$ cat src/rtl/arp_address_conflict_detector_core_macros.svh
// assertion helpers for the conflict detector
`ifndef ARP_ADDRESS_CONFLICT_DETECTOR_CORE_MACROS_SVH
`define ARP_ADDRESS_CONFLICT_DETECTOR_CORE_MACROS_SVH

// implication checked every cycle outside reset
`define ACD_ASSERT_IMP(label, clk, rst_n, ante, cons, msg) \
  label: assert property (@(posedge clk) disable iff (!rst_n) (ante) |-> (cons)) \
    else $error(msg);

// implication checked in the cycle after the antecedent
`define ACD_ASSERT_NXT(label, clk, rst_n, ante, cons, msg) \
  label: assert property (@(posedge clk) disable iff (!rst_n) (ante) |=> (cons)) \
    else $error(msg);

`endif

$ cat src/rtl/acd_pkg.sv
// ---------------------------------------------------------------------------
// acd_pkg
// shared types and constants of the address conflict detector
// ---------------------------------------------------------------------------
package acd_pkg;

  localparam int unsigned TICK_BITS      = 16;
  localparam int unsigned CNT_BITS       = 17;
  localparam int unsigned PROBE_COUNT    = 3;
  localparam int unsigned ANNOUNCE_COUNT = 3;
  localparam logic [31:0] LFSR_MASK      = 32'h8020_0003;

  localparam logic [2:0] OP_TICK     = 3'd0;
  localparam logic [2:0] OP_START    = 3'd1;
  localparam logic [2:0] OP_STOP     = 3'd2;
  localparam logic [2:0] OP_ANNOUNCE = 3'd3;
  localparam logic [2:0] OP_PACKET   = 3'd4;
  localparam logic [2:0] OP_LINKDOWN = 3'd5;

  localparam logic [1:0] PH_IDLE  = 2'd0;
  localparam logic [1:0] PH_PROBE = 2'd1;
  localparam logic [1:0] PH_ANN   = 2'd2;
  localparam logic [1:0] PH_DOWN  = 2'd3;

  localparam logic [1:0] SEND_NONE  = 2'd0;
  localparam logic [1:0] SEND_PROBE = 2'd1;
  localparam logic [1:0] SEND_ANN   = 2'd2;

  localparam logic [2:0] EV_NONE     = 3'd0;
  localparam logic [2:0] EV_READY    = 3'd1;
  localparam logic [2:0] EV_USED     = 3'd2;
  localparam logic [2:0] EV_CONFLICT = 3'd3;
  localparam logic [2:0] EV_DEFENDED = 3'd4;
  localparam logic [2:0] EV_DOWN     = 3'd5;

  localparam logic [2:0] ST_OK       = 3'd0;
  localparam logic [2:0] ST_INVALID  = 3'd1;
  localparam logic [2:0] ST_BUSY     = 3'd2;
  localparam logic [2:0] ST_BADCFG   = 3'd3;
  localparam logic [2:0] ST_SHUTDOWN = 3'd4;
  localparam logic [2:0] ST_NETDOWN  = 3'd5;
  localparam logic [2:0] ST_IOERR    = 3'd6;

  localparam logic [1:0] DEF_NEVER   = 2'd0;
  localparam logic [1:0] DEF_ONCE    = 2'd1;
  localparam logic [1:0] DEF_ALWAYS  = 2'd2;
  localparam logic [1:0] DEF_INVALID = 2'd3;

  localparam logic [2:0] REG_OWN_IP    = 3'd0;
  localparam logic [2:0] REG_OWN_MAC   = 3'd1;
  localparam logic [2:0] REG_SEED      = 3'd2;
  localparam logic [2:0] REG_PWAIT     = 3'd3;
  localparam logic [2:0] REG_PMIN      = 3'd4;
  localparam logic [2:0] REG_PMAX      = 3'd5;
  localparam logic [2:0] REG_AWAIT     = 3'd6;
  localparam logic [2:0] REG_DINTERVAL = 3'd7;

  // schedule request: base plus lfsr mod jitter
  typedef enum logic [1:0] {
    SCH_NONE  = 2'd0,
    SCH_START = 2'd1,
    SCH_PROBE = 2'd2,
    SCH_FIXED = 2'd3
  } sch_t;

  // controller -> datapath
  typedef struct packed {
    logic eval;
    logic div_start;
    logic div_step;
    logic commit;
  } acd_cmd_t;

  // datapath -> controller
  typedef struct packed {
    logic need_div;
    logic div_done;
  } acd_sts_t;

endpackage

$ cat src/rtl/arp_address_conflict_detector_core.sv
// flow: an accepted word goes through eval, then the 32-step divider when a random
// delay is drawn, then commit into the registered result (held while out_tready is low)
// one word at a time: a new word is taken only once the last result is committed
// reset: synchronous active-low rst_n; phase idle, timer disarmed, lfsr 1,
// registers at their default values
// ---------------------------------------------------------------------------
// arp_address_conflict_detector_core
// ipv4 address conflict probe/announce/defend engine
// ---------------------------------------------------------------------------
module arp_address_conflict_detector_core (
  input  logic         clk,
  input  logic         rst_n,
  input  logic         cfg_valid,
  output logic         cfg_ready,
  input  logic [2:0]   cfg_index,
  input  logic [63:0]  cfg_data,
  input  logic         in_tvalid,
  output logic         in_tready,
  // op[2:0], defend_mode[4:3], arp_is_request[5], sender_ip[37:6],
  // target_ip[69:38], sender_mac[117:70], zero pad
  input  logic [119:0] in_tdata,
  output logic         out_tvalid,
  input  logic         out_tready,
  // send_kind[1:0], event_res[4:2], status[7:5], phase_now[9:8], zero pad
  output logic [15:0]  out_tdata
);

  acd_pkg::acd_cmd_t cmd;
  acd_pkg::acd_sts_t sts;
  logic              in_fire;
  logic              out_free;
  logic [9:0]        word;

  assign cfg_ready = 1'b1;
  assign in_fire   = in_tvalid && in_tready;
  assign out_free  = !out_tvalid || out_tready;

  acd_ctrl u_ctrl (
    .clk      (clk),
    .rst_n    (rst_n),
    .in_fire  (in_fire),
    .out_free (out_free),
    .sts      (sts),
    .in_ready (in_tready),
    .cmd      (cmd)
  );

  acd_datapath u_dp (
    .clk               (clk),
    .rst_n             (rst_n),
    .cfg_fire          (cfg_valid),
    .cfg_index         (cfg_index),
    .cfg_data          (cfg_data),
    .in_fire           (in_fire),
    .in_op             (in_tdata[2:0]),
    .in_defend_mode    (in_tdata[4:3]),
    .in_arp_is_request (in_tdata[5]),
    .in_sender_ip      (in_tdata[37:6]),
    .in_target_ip      (in_tdata[69:38]),
    .in_sender_mac     (in_tdata[117:70]),
    .cmd               (cmd),
    .sts               (sts),
    .out_tready        (out_tready),
    .out_tvalid        (out_tvalid),
    .out_word          (word)
  );

  assign out_tdata = {6'd0, word};

endmodule

$ cat src/rtl/acd_ctrl.sv
// ---------------------------------------------------------------------------
// acd_ctrl
// sequencer: take word, evaluate, optional divide, commit, present result
// ---------------------------------------------------------------------------
module acd_ctrl (
  input  logic              clk,
  input  logic              rst_n,
  input  logic              in_fire,
  input  logic              out_free,
  input  acd_pkg::acd_sts_t sts,
  output logic              in_ready,
  output acd_pkg::acd_cmd_t cmd
);

  typedef enum logic [4:0] {
    S_IDLE   = 5'b00001,
    S_EVAL   = 5'b00010,
    S_DIV    = 5'b00100,
    S_COMMIT = 5'b01000,
    S_WAIT   = 5'b10000
  } state_t;

  state_t state_r, state_nxt;

  always_comb begin
    state_nxt = state_r;
    cmd       = '0;
    in_ready  = 1'b0;
    unique case (state_r)
      S_IDLE: begin
        in_ready = 1'b1;
        if (in_fire) state_nxt = S_EVAL;
      end
      S_EVAL: begin
        cmd.eval = 1'b1;
        if (sts.need_div) begin
          cmd.div_start = 1'b1;
          state_nxt = S_DIV;
        end else begin
          state_nxt = S_COMMIT;
        end
      end
      S_DIV: begin
        cmd.div_step = 1'b1;
        if (sts.div_done) state_nxt = S_COMMIT;
      end
      S_COMMIT: begin
        if (out_free) begin
          cmd.commit = 1'b1;
          state_nxt = S_IDLE;
        end else begin
          state_nxt = S_WAIT;
        end
      end
      S_WAIT: begin
        if (out_free) begin
          cmd.commit = 1'b1;
          state_nxt = S_IDLE;
        end
      end
      default: state_nxt = S_IDLE;
    endcase
  end

  always_ff @(posedge clk) begin
    if (!rst_n) state_r <= S_IDLE;
    else        state_r <= state_nxt;
  end

`include "arp_address_conflict_detector_core_macros.svh"

  `ACD_ASSERT_NXT(a_fire_eval, clk, rst_n, in_fire, state_r == S_EVAL, "accept not followed by eval")
  `ACD_ASSERT_IMP(a_one_cmd, clk, rst_n, 1'b1, $onehot0({cmd.eval, cmd.div_step, cmd.commit}), "more than one command at once")
  `ACD_ASSERT_IMP(a_ready_idle, clk, rst_n, in_ready, !cmd.commit && !cmd.div_step, "ready while busy")

endmodule

$ cat src/rtl/acd_datapath.sv
// ---------------------------------------------------------------------------
// acd_datapath
// config registers, protocol state, lfsr, bit-serial divider, result word
// ---------------------------------------------------------------------------
module acd_datapath (
  input  logic              clk,
  input  logic              rst_n,
  input  logic              cfg_fire,
  input  logic [2:0]        cfg_index,
  input  logic [63:0]       cfg_data,
  input  logic              in_fire,
  input  logic [2:0]        in_op,
  input  logic [1:0]        in_defend_mode,
  input  logic              in_arp_is_request,
  input  logic [31:0]       in_sender_ip,
  input  logic [31:0]       in_target_ip,
  input  logic [47:0]       in_sender_mac,
  input  acd_pkg::acd_cmd_t cmd,
  output acd_pkg::acd_sts_t sts,
  input  logic              out_tready,
  output logic              out_tvalid,
  output logic [9:0]        out_word
);

  localparam logic [acd_pkg::TICK_BITS-1:0] SINCE_MAX = '1;

  // configuration
  logic [31:0] own_ip_r, seed_r;
  logic [47:0] own_mac_r;
  logic [15:0] pwait_r, pmin_r, pmax_r, await_r, dint_r;

  always_ff @(posedge clk) begin
    if (!rst_n) begin
      own_ip_r  <= '0;
      own_mac_r <= '0;
      seed_r    <= 32'd1;
      pwait_r   <= 16'd1000;
      pmin_r    <= 16'd1000;
      pmax_r    <= 16'd3000;
      await_r   <= 16'd2000;
      dint_r    <= 16'd10000;
    end else if (cfg_fire) begin
      unique case (cfg_index)
        acd_pkg::REG_OWN_IP:    own_ip_r  <= cfg_data[31:0];
        acd_pkg::REG_OWN_MAC:   own_mac_r <= cfg_data[47:0];
        acd_pkg::REG_SEED:      seed_r    <= cfg_data[31:0];
        acd_pkg::REG_PWAIT:     pwait_r   <= cfg_data[15:0];
        acd_pkg::REG_PMIN:      pmin_r    <= cfg_data[15:0];
        acd_pkg::REG_PMAX:      pmax_r    <= cfg_data[15:0];
        acd_pkg::REG_AWAIT:     await_r   <= cfg_data[15:0];
        acd_pkg::REG_DINTERVAL: dint_r    <= cfg_data[15:0];
        default: ;
      endcase
    end
  end

  // captured input word
  logic [2:0]  op_r;
  logic [1:0]  mode_r;
  logic        req_r;
  logic [31:0] sip_r, tip_r;
  logic [47:0] smac_r;

  always_ff @(posedge clk) begin
    if (in_fire) begin
      op_r   <= in_op;
      mode_r <= in_defend_mode;
      req_r  <= in_arp_is_request;
      sip_r  <= in_sender_ip;
      tip_r  <= in_target_ip;
      smac_r <= in_sender_mac;
    end
  end

  // protocol state
  logic [1:0]                    phase_r, phase_nxt;
  logic [1:0]                    round_r, round_nxt;
  logic [1:0]                    policy_r, policy_nxt;
  logic                          armed_r, armed_nxt;
  logic [acd_pkg::CNT_BITS-1:0]  cnt_r, cnt_nxt;
  logic [acd_pkg::TICK_BITS-1:0] since_r, since_nxt;
  logic [31:0]                   lfsr_r, lfsr_nxt;

  // evaluation results held until commit
  logic [1:0]  send_r, send_nxt;
  logic [2:0]  ev_r, ev_nxt;
  logic [2:0]  st_r, st_nxt;
  logic [15:0] base_r, base_nxt;
  logic [15:0] jit_r, jit_nxt;
  logic        sch_r, sch_nxt;

  logic [31:0] lfsr_src, lfsr_step;
  logic        load_seed;

  always_comb begin
    phase_nxt  = phase_r;
    round_nxt  = round_r;
    policy_nxt = policy_r;
    armed_nxt  = armed_r;
    cnt_nxt    = cnt_r;
    since_nxt  = since_r;
    send_nxt   = acd_pkg::SEND_NONE;
    ev_nxt     = acd_pkg::EV_NONE;
    st_nxt     = acd_pkg::ST_OK;
    base_nxt   = '0;
    jit_nxt    = '0;
    sch_nxt    = 1'b0;
    load_seed  = 1'b0;
    case (op_r)
      acd_pkg::OP_TICK: begin
        if (since_r != SINCE_MAX) since_nxt = since_r + 1'b1;
        if (armed_r) begin
          if (cnt_r > acd_pkg::CNT_BITS'(1)) begin
            cnt_nxt = cnt_r - 1'b1;
          end else begin
            armed_nxt = 1'b0;
            cnt_nxt   = '0;
            if (phase_r == acd_pkg::PH_PROBE) begin
              if (32'(round_r) >= acd_pkg::PROBE_COUNT) begin
                ev_nxt = acd_pkg::EV_READY;
              end else begin
                send_nxt  = acd_pkg::SEND_PROBE;
                round_nxt = round_r + 1'b1;
                sch_nxt   = 1'b1;
                if (32'(round_nxt) >= acd_pkg::PROBE_COUNT) begin
                  base_nxt = await_r;
                end else begin
                  base_nxt = pmin_r;
                  jit_nxt  = (pmax_r > pmin_r) ? pmax_r - pmin_r : '0;
                end
              end
            end else if (phase_r == acd_pkg::PH_ANN) begin
              send_nxt = acd_pkg::SEND_ANN;
              if (round_r != 2'd3) round_nxt = round_r + 1'b1;
              if (32'(round_nxt) < acd_pkg::ANNOUNCE_COUNT) begin
                sch_nxt  = 1'b1;
                base_nxt = await_r;
              end
            end
          end
        end
      end
      acd_pkg::OP_START: begin
        if (phase_r != acd_pkg::PH_IDLE) begin
          st_nxt = acd_pkg::ST_BUSY;
        end else if (own_ip_r == '0 || own_mac_r == '0) begin
          st_nxt = acd_pkg::ST_BADCFG;
        end else begin
          load_seed  = 1'b1;
          sch_nxt    = 1'b1;
          jit_nxt    = pwait_r;
          phase_nxt  = acd_pkg::PH_PROBE;
          policy_nxt = acd_pkg::DEF_NEVER;
          round_nxt  = '0;
          since_nxt  = SINCE_MAX;
        end
      end
      acd_pkg::OP_STOP: begin
        phase_nxt  = acd_pkg::PH_IDLE;
        round_nxt  = '0;
        policy_nxt = acd_pkg::DEF_NEVER;
        since_nxt  = SINCE_MAX;
        armed_nxt  = 1'b0;
        cnt_nxt    = '0;
      end
      acd_pkg::OP_ANNOUNCE: begin
        if (mode_r == acd_pkg::DEF_INVALID) begin
          st_nxt = acd_pkg::ST_INVALID;
        end else if (phase_r == acd_pkg::PH_IDLE) begin
          st_nxt = acd_pkg::ST_SHUTDOWN;
        end else if (phase_r == acd_pkg::PH_DOWN) begin
          st_nxt = acd_pkg::ST_NETDOWN;
        end else begin
          sch_nxt    = 1'b1;
          phase_nxt  = acd_pkg::PH_ANN;
          policy_nxt = mode_r;
          round_nxt  = '0;
        end
      end
      acd_pkg::OP_PACKET: begin
        if (smac_r != own_mac_r &&
            ((sip_r == '0 && tip_r == own_ip_r && req_r) || sip_r == own_ip_r)) begin
          if (phase_r == acd_pkg::PH_PROBE) begin
            armed_nxt = 1'b0;
            cnt_nxt   = '0;
            ev_nxt    = acd_pkg::EV_USED;
          end else if (phase_r == acd_pkg::PH_ANN) begin
            // soft conflict (probe for our address) is ignored here
            if (sip_r == own_ip_r &&
                !(sip_r == '0 && tip_r == own_ip_r && req_r)) begin
              if (policy_r == acd_pkg::DEF_NEVER) begin
                armed_nxt = 1'b0;
                cnt_nxt   = '0;
                ev_nxt    = acd_pkg::EV_CONFLICT;
              end else if (since_r > dint_r) begin
                send_nxt  = acd_pkg::SEND_ANN;
                since_nxt = '0;
                ev_nxt    = acd_pkg::EV_DEFENDED;
              end else if (policy_r == acd_pkg::DEF_ONCE) begin
                armed_nxt = 1'b0;
                cnt_nxt   = '0;
                ev_nxt    = acd_pkg::EV_CONFLICT;
              end else begin
                ev_nxt = acd_pkg::EV_DEFENDED;
              end
            end
          end else begin
            st_nxt = acd_pkg::ST_IOERR;
          end
        end
      end
      acd_pkg::OP_LINKDOWN: begin
        if (phase_r == acd_pkg::PH_PROBE || phase_r == acd_pkg::PH_ANN) begin
          armed_nxt = 1'b0;
          cnt_nxt   = '0;
          phase_nxt = acd_pkg::PH_DOWN;
          round_nxt = '0;
          ev_nxt    = acd_pkg::EV_DOWN;
        end
      end
      default: st_nxt = acd_pkg::ST_INVALID;
    endcase
  end

  assign lfsr_src  = load_seed ? ((seed_r != '0) ? seed_r : 32'd1) : lfsr_r;
  assign lfsr_step = (lfsr_src >> 1) ^ (lfsr_src[0] ? acd_pkg::LFSR_MASK : 32'd0);

  // restoring divider, one quotient bit per cycle: rem = lfsr mod jitter
  logic [16:0] rem_r;
  logic [31:0] dvd_r;
  logic [5:0]  dcnt_r;
  logic [16:0] rem_sh;
  logic        div_done;

  assign rem_sh   = {rem_r[15:0], dvd_r[31]};
  assign div_done = (dcnt_r == 6'd32);

  always_ff @(posedge clk) begin
    if (cmd.div_start) begin
      rem_r  <= '0;
      dvd_r  <= lfsr_step;
      dcnt_r <= '0;
    end else if (cmd.div_step && !div_done) begin
      rem_r  <= (rem_sh >= {1'b0, jit_r}) ? rem_sh - {1'b0, jit_r} : rem_sh;
      dvd_r  <= {dvd_r[30:0], 1'b0};
      dcnt_r <= dcnt_r + 1'b1;
    end
  end

  assign sts.need_div = sch_nxt && (jit_nxt != '0);
  assign sts.div_done = div_done;

  logic [16:0] sched_sum;
  assign sched_sum = {1'b0, base_r} + ((jit_r != '0) ? rem_r : 17'd0);

  // output register
  logic [9:0] word_r;
  logic       ovalid_r;

  always_ff @(posedge clk) begin
    if (!rst_n) begin
      phase_r  <= acd_pkg::PH_IDLE;
      round_r  <= '0;
      policy_r <= acd_pkg::DEF_NEVER;
      armed_r  <= 1'b0;
      cnt_r    <= '0;
      since_r  <= SINCE_MAX;
      lfsr_r   <= 32'd1;
      ovalid_r <= 1'b0;
    end else begin
      if (cmd.eval) begin
        phase_r  <= phase_nxt;
        round_r  <= round_nxt;
        policy_r <= policy_nxt;
        armed_r  <= armed_nxt;
        cnt_r    <= cnt_nxt;
        since_r  <= since_nxt;
        if (sch_nxt && jit_nxt != '0) lfsr_r <= lfsr_step;
        else if (load_seed)           lfsr_r <= lfsr_src;
      end
      if (cmd.commit) begin
        ovalid_r <= 1'b1;
        if (sch_r) begin
          armed_r <= 1'b1;
          cnt_r   <= (sched_sum == '0) ? 17'd1 : sched_sum;
        end
      end else if (out_tready) begin
        ovalid_r <= 1'b0;
      end
    end
  end

  always_ff @(posedge clk) begin
    if (cmd.eval) begin
      send_r <= send_nxt;
      ev_r   <= ev_nxt;
      st_r   <= st_nxt;
      base_r <= base_nxt;
      jit_r  <= jit_nxt;
      sch_r  <= sch_nxt;
    end
    if (cmd.commit) word_r <= {phase_r, st_r, ev_r, send_r};
  end

  assign out_tvalid = ovalid_r;
  assign out_word   = word_r;

`include "arp_address_conflict_detector_core_macros.svh"

  `ACD_ASSERT_NXT(a_commit_valid, clk, rst_n, cmd.commit, out_tvalid, "commit without result")
  `ACD_ASSERT_IMP(a_armed_nz, clk, rst_n, armed_r, cnt_r != '0, "armed timer at zero")
  `ACD_ASSERT_IMP(a_div_range, clk, rst_n, div_done && jit_r != '0, rem_r < {1'b0, jit_r}, "remainder out of range")

endmodule
$ cat config.mk
export PLATFORM = sky130hd
export DESIGN_NAME = arp_address_conflict_detector_core
export DESIGN_NICKNAME = d
export VERILOG_FILES = /design/src/rtl/acd_pkg.sv /design/src/rtl/arp_address_conflict_detector_core.sv /design/src/rtl/acd_ctrl.sv /design/src/rtl/acd_datapath.sv
export VERILOG_INCLUDE_DIRS = /design/src /design/src/rtl
export SDC_FILE = /design/constraint.sdc
export NUM_CORES = 1
export LEC_CHECK = 0
export BUFFER_PORTS_ARGS = -buffer_cell sky130_fd_sc_hd__buf_2
export CAP_MARGIN = 20
export CORE_MARGIN = 1.5
export CORE_UTILIZATION = 35
export CTS_BUF_LIST = sky130_fd_sc_hd__clkbuf_8
export CTS_CLUSTER_DIAMETER = 40
export DETAILED_ROUTE_END_ITERATION = 6
export PLACE_DENSITY_LB_ADDON = 0.05
export SETUP_SLACK_MARGIN = 0.05
export SYNTH_ARGS = -nofsm -noshare
export SYNTH_HDL_FRONTEND = slang
export SYNTH_HIERARCHICAL = 1
export SYNTH_SLANG_ARGS = --single-unit
$ cat constraint.sdc
create_clock -name clk -period 7.3 [get_ports clk]
set_clock_uncertainty 0.15 [all_clocks]
set_input_delay 0.73 -clock clk [delete_from_list [all_inputs] [get_ports clk]]
set_output_delay 0.73 -clock clk [all_outputs]
set_load 0.03 [all_outputs]
# Yosys cells after proc, flatten, opt, wreduce, memory -nomap -nowiden
# Cells that the tools add are included.
totals:
  latch_bits: 0
  mem_bits_rw: 0
  input_bits: 192
  mem_count: 0
  word_cells: 300
  out_inout_bits: 19
  rom_bits: 0
  regBits: 494
op_classes:
  mux: 152
  shift: 0
  order_cmp: 7
  n_addsub: 7
  eq_ne: 48
  bitwise: 3
  n_reduce_logical: 50
  div_mod_pow: 0
  multipliers: 0
ops:
  columns: ["operator", "n"]
  rows:
  - ["$mux 16", 22]
  - ["$mux 17", 16]
  - ["$mux 32", 7]
  - ["$mux 2", 38]
  - ["$pmux 17 s4", 1]
  - ["$eq 32x32->1", 2]
  - ["$logic_not 32->1", 2]
  - ["$pmux 16 s4", 1]
  - ["$mux 3", 18]
  - ["$logic_not 48->1", 1]
  - ["$ne 48x48->1", 1]
  - ["$mux 1", 34]
  - ["$gt 16x16->1", 2]
  - ["$pmux 16 s2", 1]
  - ["$reduce_bool 16->1", 2]
  - ["$reduce_bool 32->1", 1]
  - ["$xor 31x32->32", 1]
  - ["$pmux 5 s5", 1]
  - ["$ne 2x2->1 const B", 11]
  - ["$mux 5", 4]
  - ["$eq 3x3->1 const B", 6]
  - ["$reduce_and 2->1", 9]
  - ["$add 16x17->17", 1]
  - ["$ge 17x16->1", 1]
  - ["other kinds (50)", 84]

# Longest topological paths before layout
logic_depth:
  depth_word: 20
  mapped_depth: 19
  depth_no_buf: 16

# Hierarchy
# Netlist, hierarchy kept.
by_module_without_submodules:
  columns: ["module", "instances", "seq_area_each_um2", "area_each_um2", "cells_per_inst"]
  rows:
  - ["acd_datapath", 1, 11801.3, 23850.4, 2558]
  - ["acd_ctrl", 1, 100.1, 321.6, 38]
  - ["arp_address_conflict_detector_core", 1, 0.0, 72.6, 11]

# Worst setup path before layout
# Ideal clock, no wire load.
synth_timing:
  path_kind: "reg-to-reg"
  from: "register u_ctrl.state_r[4]"
  to: "register u_dp.round_r[0]"
  t_required_ns: 7.076
  setup_ns: 0.074
  stages_incl_launch_ff: 8
  path_slack_ns: 0.354
  t_arrival_ns: 6.721
  period_less_slack_ns: 6.946
  path_buffers: 1
  cell_sequence: "dfxtp_1 > buf_2 > nor4_1 > o21ai_0 > a31oi_1 > nand2_1 > or4_1 > a31oi_1"
synth_lines:
  columns: ["element", "line", "text"]
  rows:
  - ["from (decl)", "acd_ctrl.sv:23", "state_t state_r, state_nxt;"]
  - ["from (signal assigned)", "acd_ctrl.sv:67", "else state_r <= state_nxt;"]
  - ["to (signal assigned)", "acd_datapath.sv:273", "round_r <= round_nxt;"]
  - ["to (decl)", "acd_datapath.sv:77", "logic [1:0] round_r, round_nxt;"]

==> impl_metrics.env <==
export IMPL_crit_chain="nor4_1 -> nand4_1 -> o32ai_2 -> nor2_4 -> buf_4 -> o21ai_0 -> o21ai_1 -> nor3_2 -> nand2_2 -> nand4b_1 -> inv_2 -> nor2_1 -> inv_1 -> buf_4"
export IMPL_syn_inst=2607
export IMPL_synth_top_area_share_pct=24.90
export IMPL_grt_pass1_wl_mm=117.7
export IMPL_finalSetupViolations=0
export IMPL_clkSlewWorstSetupHoldPaths_ns=0.06
export IMPL_async_reset_ff_share_pct=0
export IMPL_mostFrequentLayoutCell="nand2_1"
export IMPL_fp_row_count=96
export IMPL_synth_top_family_by_area="simple AND/OR/NAND/NOR gates"
export IMPL_core_um2=68590
export IMPL_outcome="completed"
export IMPL_hold_viol=0
export IMPL_yosysTopAreaCell="edfxtp_1"
export IMPL_cts_tree="done"
export IMPL_antenna_found_initial=7
export IMPL_ys_seq_area_share_pct=49.09
export IMPL_wl_mm=79.00
export IMPL_drive_above_1_share_pct=14.61
export IMPL_seq_area_um2=11900
export IMPL_arrival_ns=5.42
export IMPL_firstDrtPassIters=5
export IMPL_final_cell_area_um2=29260
export IMPL_via_count=20310
export IMPL_startpoint_type="register"
export IMPL_min_period_ns=5.174
export IMPL_numCtsBuffers=103
export IMPL_postPlaceCellArea_um2=25900
export IMPL_final_cell_mix="nand2_1, dfxtp_1, a21oi_1, edfxtp_1, buf_2"
export IMPL_dp_hpwl_mm=56.26
export IMPL_die_h_um=266.2
export IMPL_tightestPinTransition_ns=1.090
export IMPL_wl_per_cell_um=20.31
export IMPL_ios=211
export IMPL_ctsResizeCount=0
export IMPL_initial_core_util_pct=35.35
export IMPL_hp_class="in -> reg"
export IMPL_synth_xor_area_share_pct=5.058
export IMPL_antenna_left=0
export IMPL_crit_fanout=54
export IMPL_vias_per_cell=5.222
export IMPL_rsz0062_at_grt="no"
export IMPL_slowest_delay_ns=0.92
export IMPL_post_cts_setup_buffers=0
export IMPL_htreeDepth=3
export IMPL_synth_edf_count=201
export IMPL_power_leakage_nw=11.08
export IMPL_gp_congestion=0.8850
export IMPL_clockBufferDepth=3
export IMPL_final_max_slew_violation_count=0
export IMPL_path_common_cell="buf_4"
export IMPL_synth_simple_area_share_pct=19.12
export IMPL_fp_dieW_um=266.2
export IMPL_ys_seq_elements=494
export IMPL_grt_max_degree=93
export IMPL_die_area_um2=70860
export IMPL_grtUsageTotal_pct=21.81
export IMPL_period_share_pct=70.87
export IMPL_ys_types=88
export IMPL_yosys_mux_area_fraction_pct=1.749
export IMPL_synthAdderAreaFrac_pct=4.273
export IMPL_synth_area_leaders="edfxtp_1, dfxtp_1, nand2_1"
export IMPL_cp_buffers_inverters=4
export IMPL_synth_area_um2=24240
export IMPL_cts_sinks=494
export IMPL_slew_headroom_pct=27.33
export IMPL_final_fill_count=6783
export IMPL_end_kind="register"
export IMPL_cp_slowest_cell="o32ai_2"
export IMPL_multi_input_area_um2=11360
export IMPL_cp_data_required_time_ns=7.54
export IMPL_drcViolationCount=0
export IMPL_worstSkewPairLatency_ns=0.71
export IMPL_synth_compound_area_share_pct=16.33
export IMPL_crit_family="simple AND/OR/NAND/NOR gates"
export IMPL_clockRootBuffer="clkbuf_8"
export IMPL_synth_area_per_cell_um2=9.300
export IMPL_max_cap_viol_count=0
export IMPL_path_class="reg -> reg"
export IMPL_ir_worst_vdd_mv=0.1650
export IMPL_max_clock_freq_mhz=193.3
export IMPL_first_global_vias=19630
export IMPL_synth_flop_cell="dfxtp_1"
export IMPL_yosys_warnings=6
export IMPL_drt_iter0_drc=1346
export IMPL_syn_to_final_growth_pct=20.69
export IMPL_pwr_density_cell_nw_per_um2=250.9
export IMPL_fin_setup_tns_ns=0
export IMPL_nets=3140
export IMPL_grt_overflow=0
export IMPL_port_buffers=185
worst register-to-register path, stage by stage, from the launching register on:
cell      delay (ns)
dfxtp_1         0.33
nor4_1          0.55
nand4_1         0.26
o32ai_2         0.92
nor2_4          0.05
buf_4           0.37
o21ai_0         0.22
o21ai_1         0.11
nor3_2          0.42
nand2_2         0.13
nand4b_1        0.15
inv_2           0.22
nor2_1          0.56
inv_1           0.10
buf_4           0.30
cells in the mapped netlist (5+ instances only):
library cell  instances
nand2_1             469
dfxtp_1             293
a21oi_1             266
edfxtp_1            201
nor2_1              168
clkbuf_1            109
inv_1                99
o21ai_0              90
xnor2_1              80
ha_1                 78
nor4_1               66
xor2_1               60
nand3_1              53
nand4_1              47
nor3_1               41
mux2i_1              39
o211ai_1             30
and2_1               27
o221a_1              27
a31oi_1              25
a2bb2oi_2            20
or3_1                19
a211oi_1             18
and3_1               18
nand2b_1             18
a22oi_1              17
clkbuf_2             15
nor2b_1              15
buf_4                14
o21a_1               14
a21o_1               11
or2_2                11
a2bb2oi_1             9
o31ai_1               9
or4_1                 8
o21ai_1               6
o22ai_1               6
o311ai_0              6
nand3b_1              5
nand4b_1              5
sequential cells by signal (all words and copies together), names as in the netlist, 10 cells and up:
| name | flops |
|---|---|
| u_dp/pmax_r | 16 |
| u_dp/rem_r | 17 |
| u_dp/await_r | 16 |
| u_dp/own_mac_r | 48 |
| u_dp/lfsr_r | 32 |
| u_dp/tip_r | 32 |
| u_dp/base_r | 16 |
| u_dp/pwait_r | 16 |
| u_dp/out_word | 10 |
| u_dp/sip_r | 32 |
| u_dp/smac_r | 48 |
| u_dp/seed_r | 32 |
| u_dp/jit_r | 16 |
| u_dp/dvd_r | 32 |
| u_dp/cnt_r | 17 |
| u_dp/pmin_r | 16 |
| u_dp/since_r | 16 |
| u_dp/own_ip_r | 32 |
| u_dp/dint_r | 16 |
timing repair:
item | in CTS | in global routing
endpoints found under the setup margin | 0 | 0
endpoints found under the hold margin | 88 | 0
hold buffers | 88 | 0
cell type report:
type | count | share of cell area (%)
flip-flops and latches | 494 | 40.67
multi-input cells | 1869 | 38.82
repair buffers | 300 | 7.132
clock buffers | 120 | 5.644
well taps | 931 | 3.981
clock inverters | 74 | 2.446
inverters | 99 | 1.287
diodes | 2 | 0.01710
layer usage:
metal / up-vias / wire length (µm) / track usage [%]
li1: 9861 / - / -
met1: 9795 / 36540 / 29.48
met2: 501 / 36900 / 35.26
met3: 144 / 3281 / 3.669
met4: 8 / 2231 / 7.294
met5: - / 40 / 0
logic make-up (layout without fill, tap and decap cells):
logic type | count (synthesis) | count (layout)
muxes | 42 | 42
xor gates and xnor gates | 140 | 140
and+or+nand+nor | 993 | 993
DFF | 494 | 494
other | 2 | 9
AOI/OAI and AO/OA | 606 | 606
buffers and inverters | 249 | 593
adders and majority gates | 81 | 81
through the flow:
stage	utilization [%]	std cells	hold WS [ns]	setup WS, ns	power [W]
2_1_floorplan	-	2612	0.2503	0.3543	0.003771
3_3_place_gp	37.73	3598	0.2572	2.119	0.004059
3_5_place_dp	37.77	3600	0.2653	2.021	0.004071
4_1_cts	42.50	3882	0.0006697	2.003	0.007431
5_1_grt	42.66	3889	0.01167	1.685	0.007662
6_report	42.66	3889	0.06689	2.126	0.007340
power breakdown:
| group | switching, W | internal (W) | leakage, nW |
|---|---|---|---|
| clock network | 0.00131 | 0.00197 | 1.30 |
| registers | 0.000117 | 0.00306 | 4.27 |
| logic | 0.000541 | 0.000339 | 5.51 |
worst paths after layout:
check	start	endpoint	slack (ns)	depth (start not counted)
setup / recovery	u_dp/own_mac_r[35]$_SDFFE_PN0P_	u_dp/dvd_r[21]$_DFFE_PP_	2.13	14
hold / removal	in_tdata[79]	u_dp/smac_r[9]$_DFFE_PP_	0.07	1
setup reg to reg	u_dp/own_mac_r[35]$_SDFFE_PN0P_	u_dp/dvd_r[21]$_DFFE_PP_	2.13	14
hold reg to reg	u_dp/st_r[2]$_DFFE_PP_	u_dp/out_word[7]$_DFFE_PP_	0.28	0
Power figures use the tool's default switching activity.
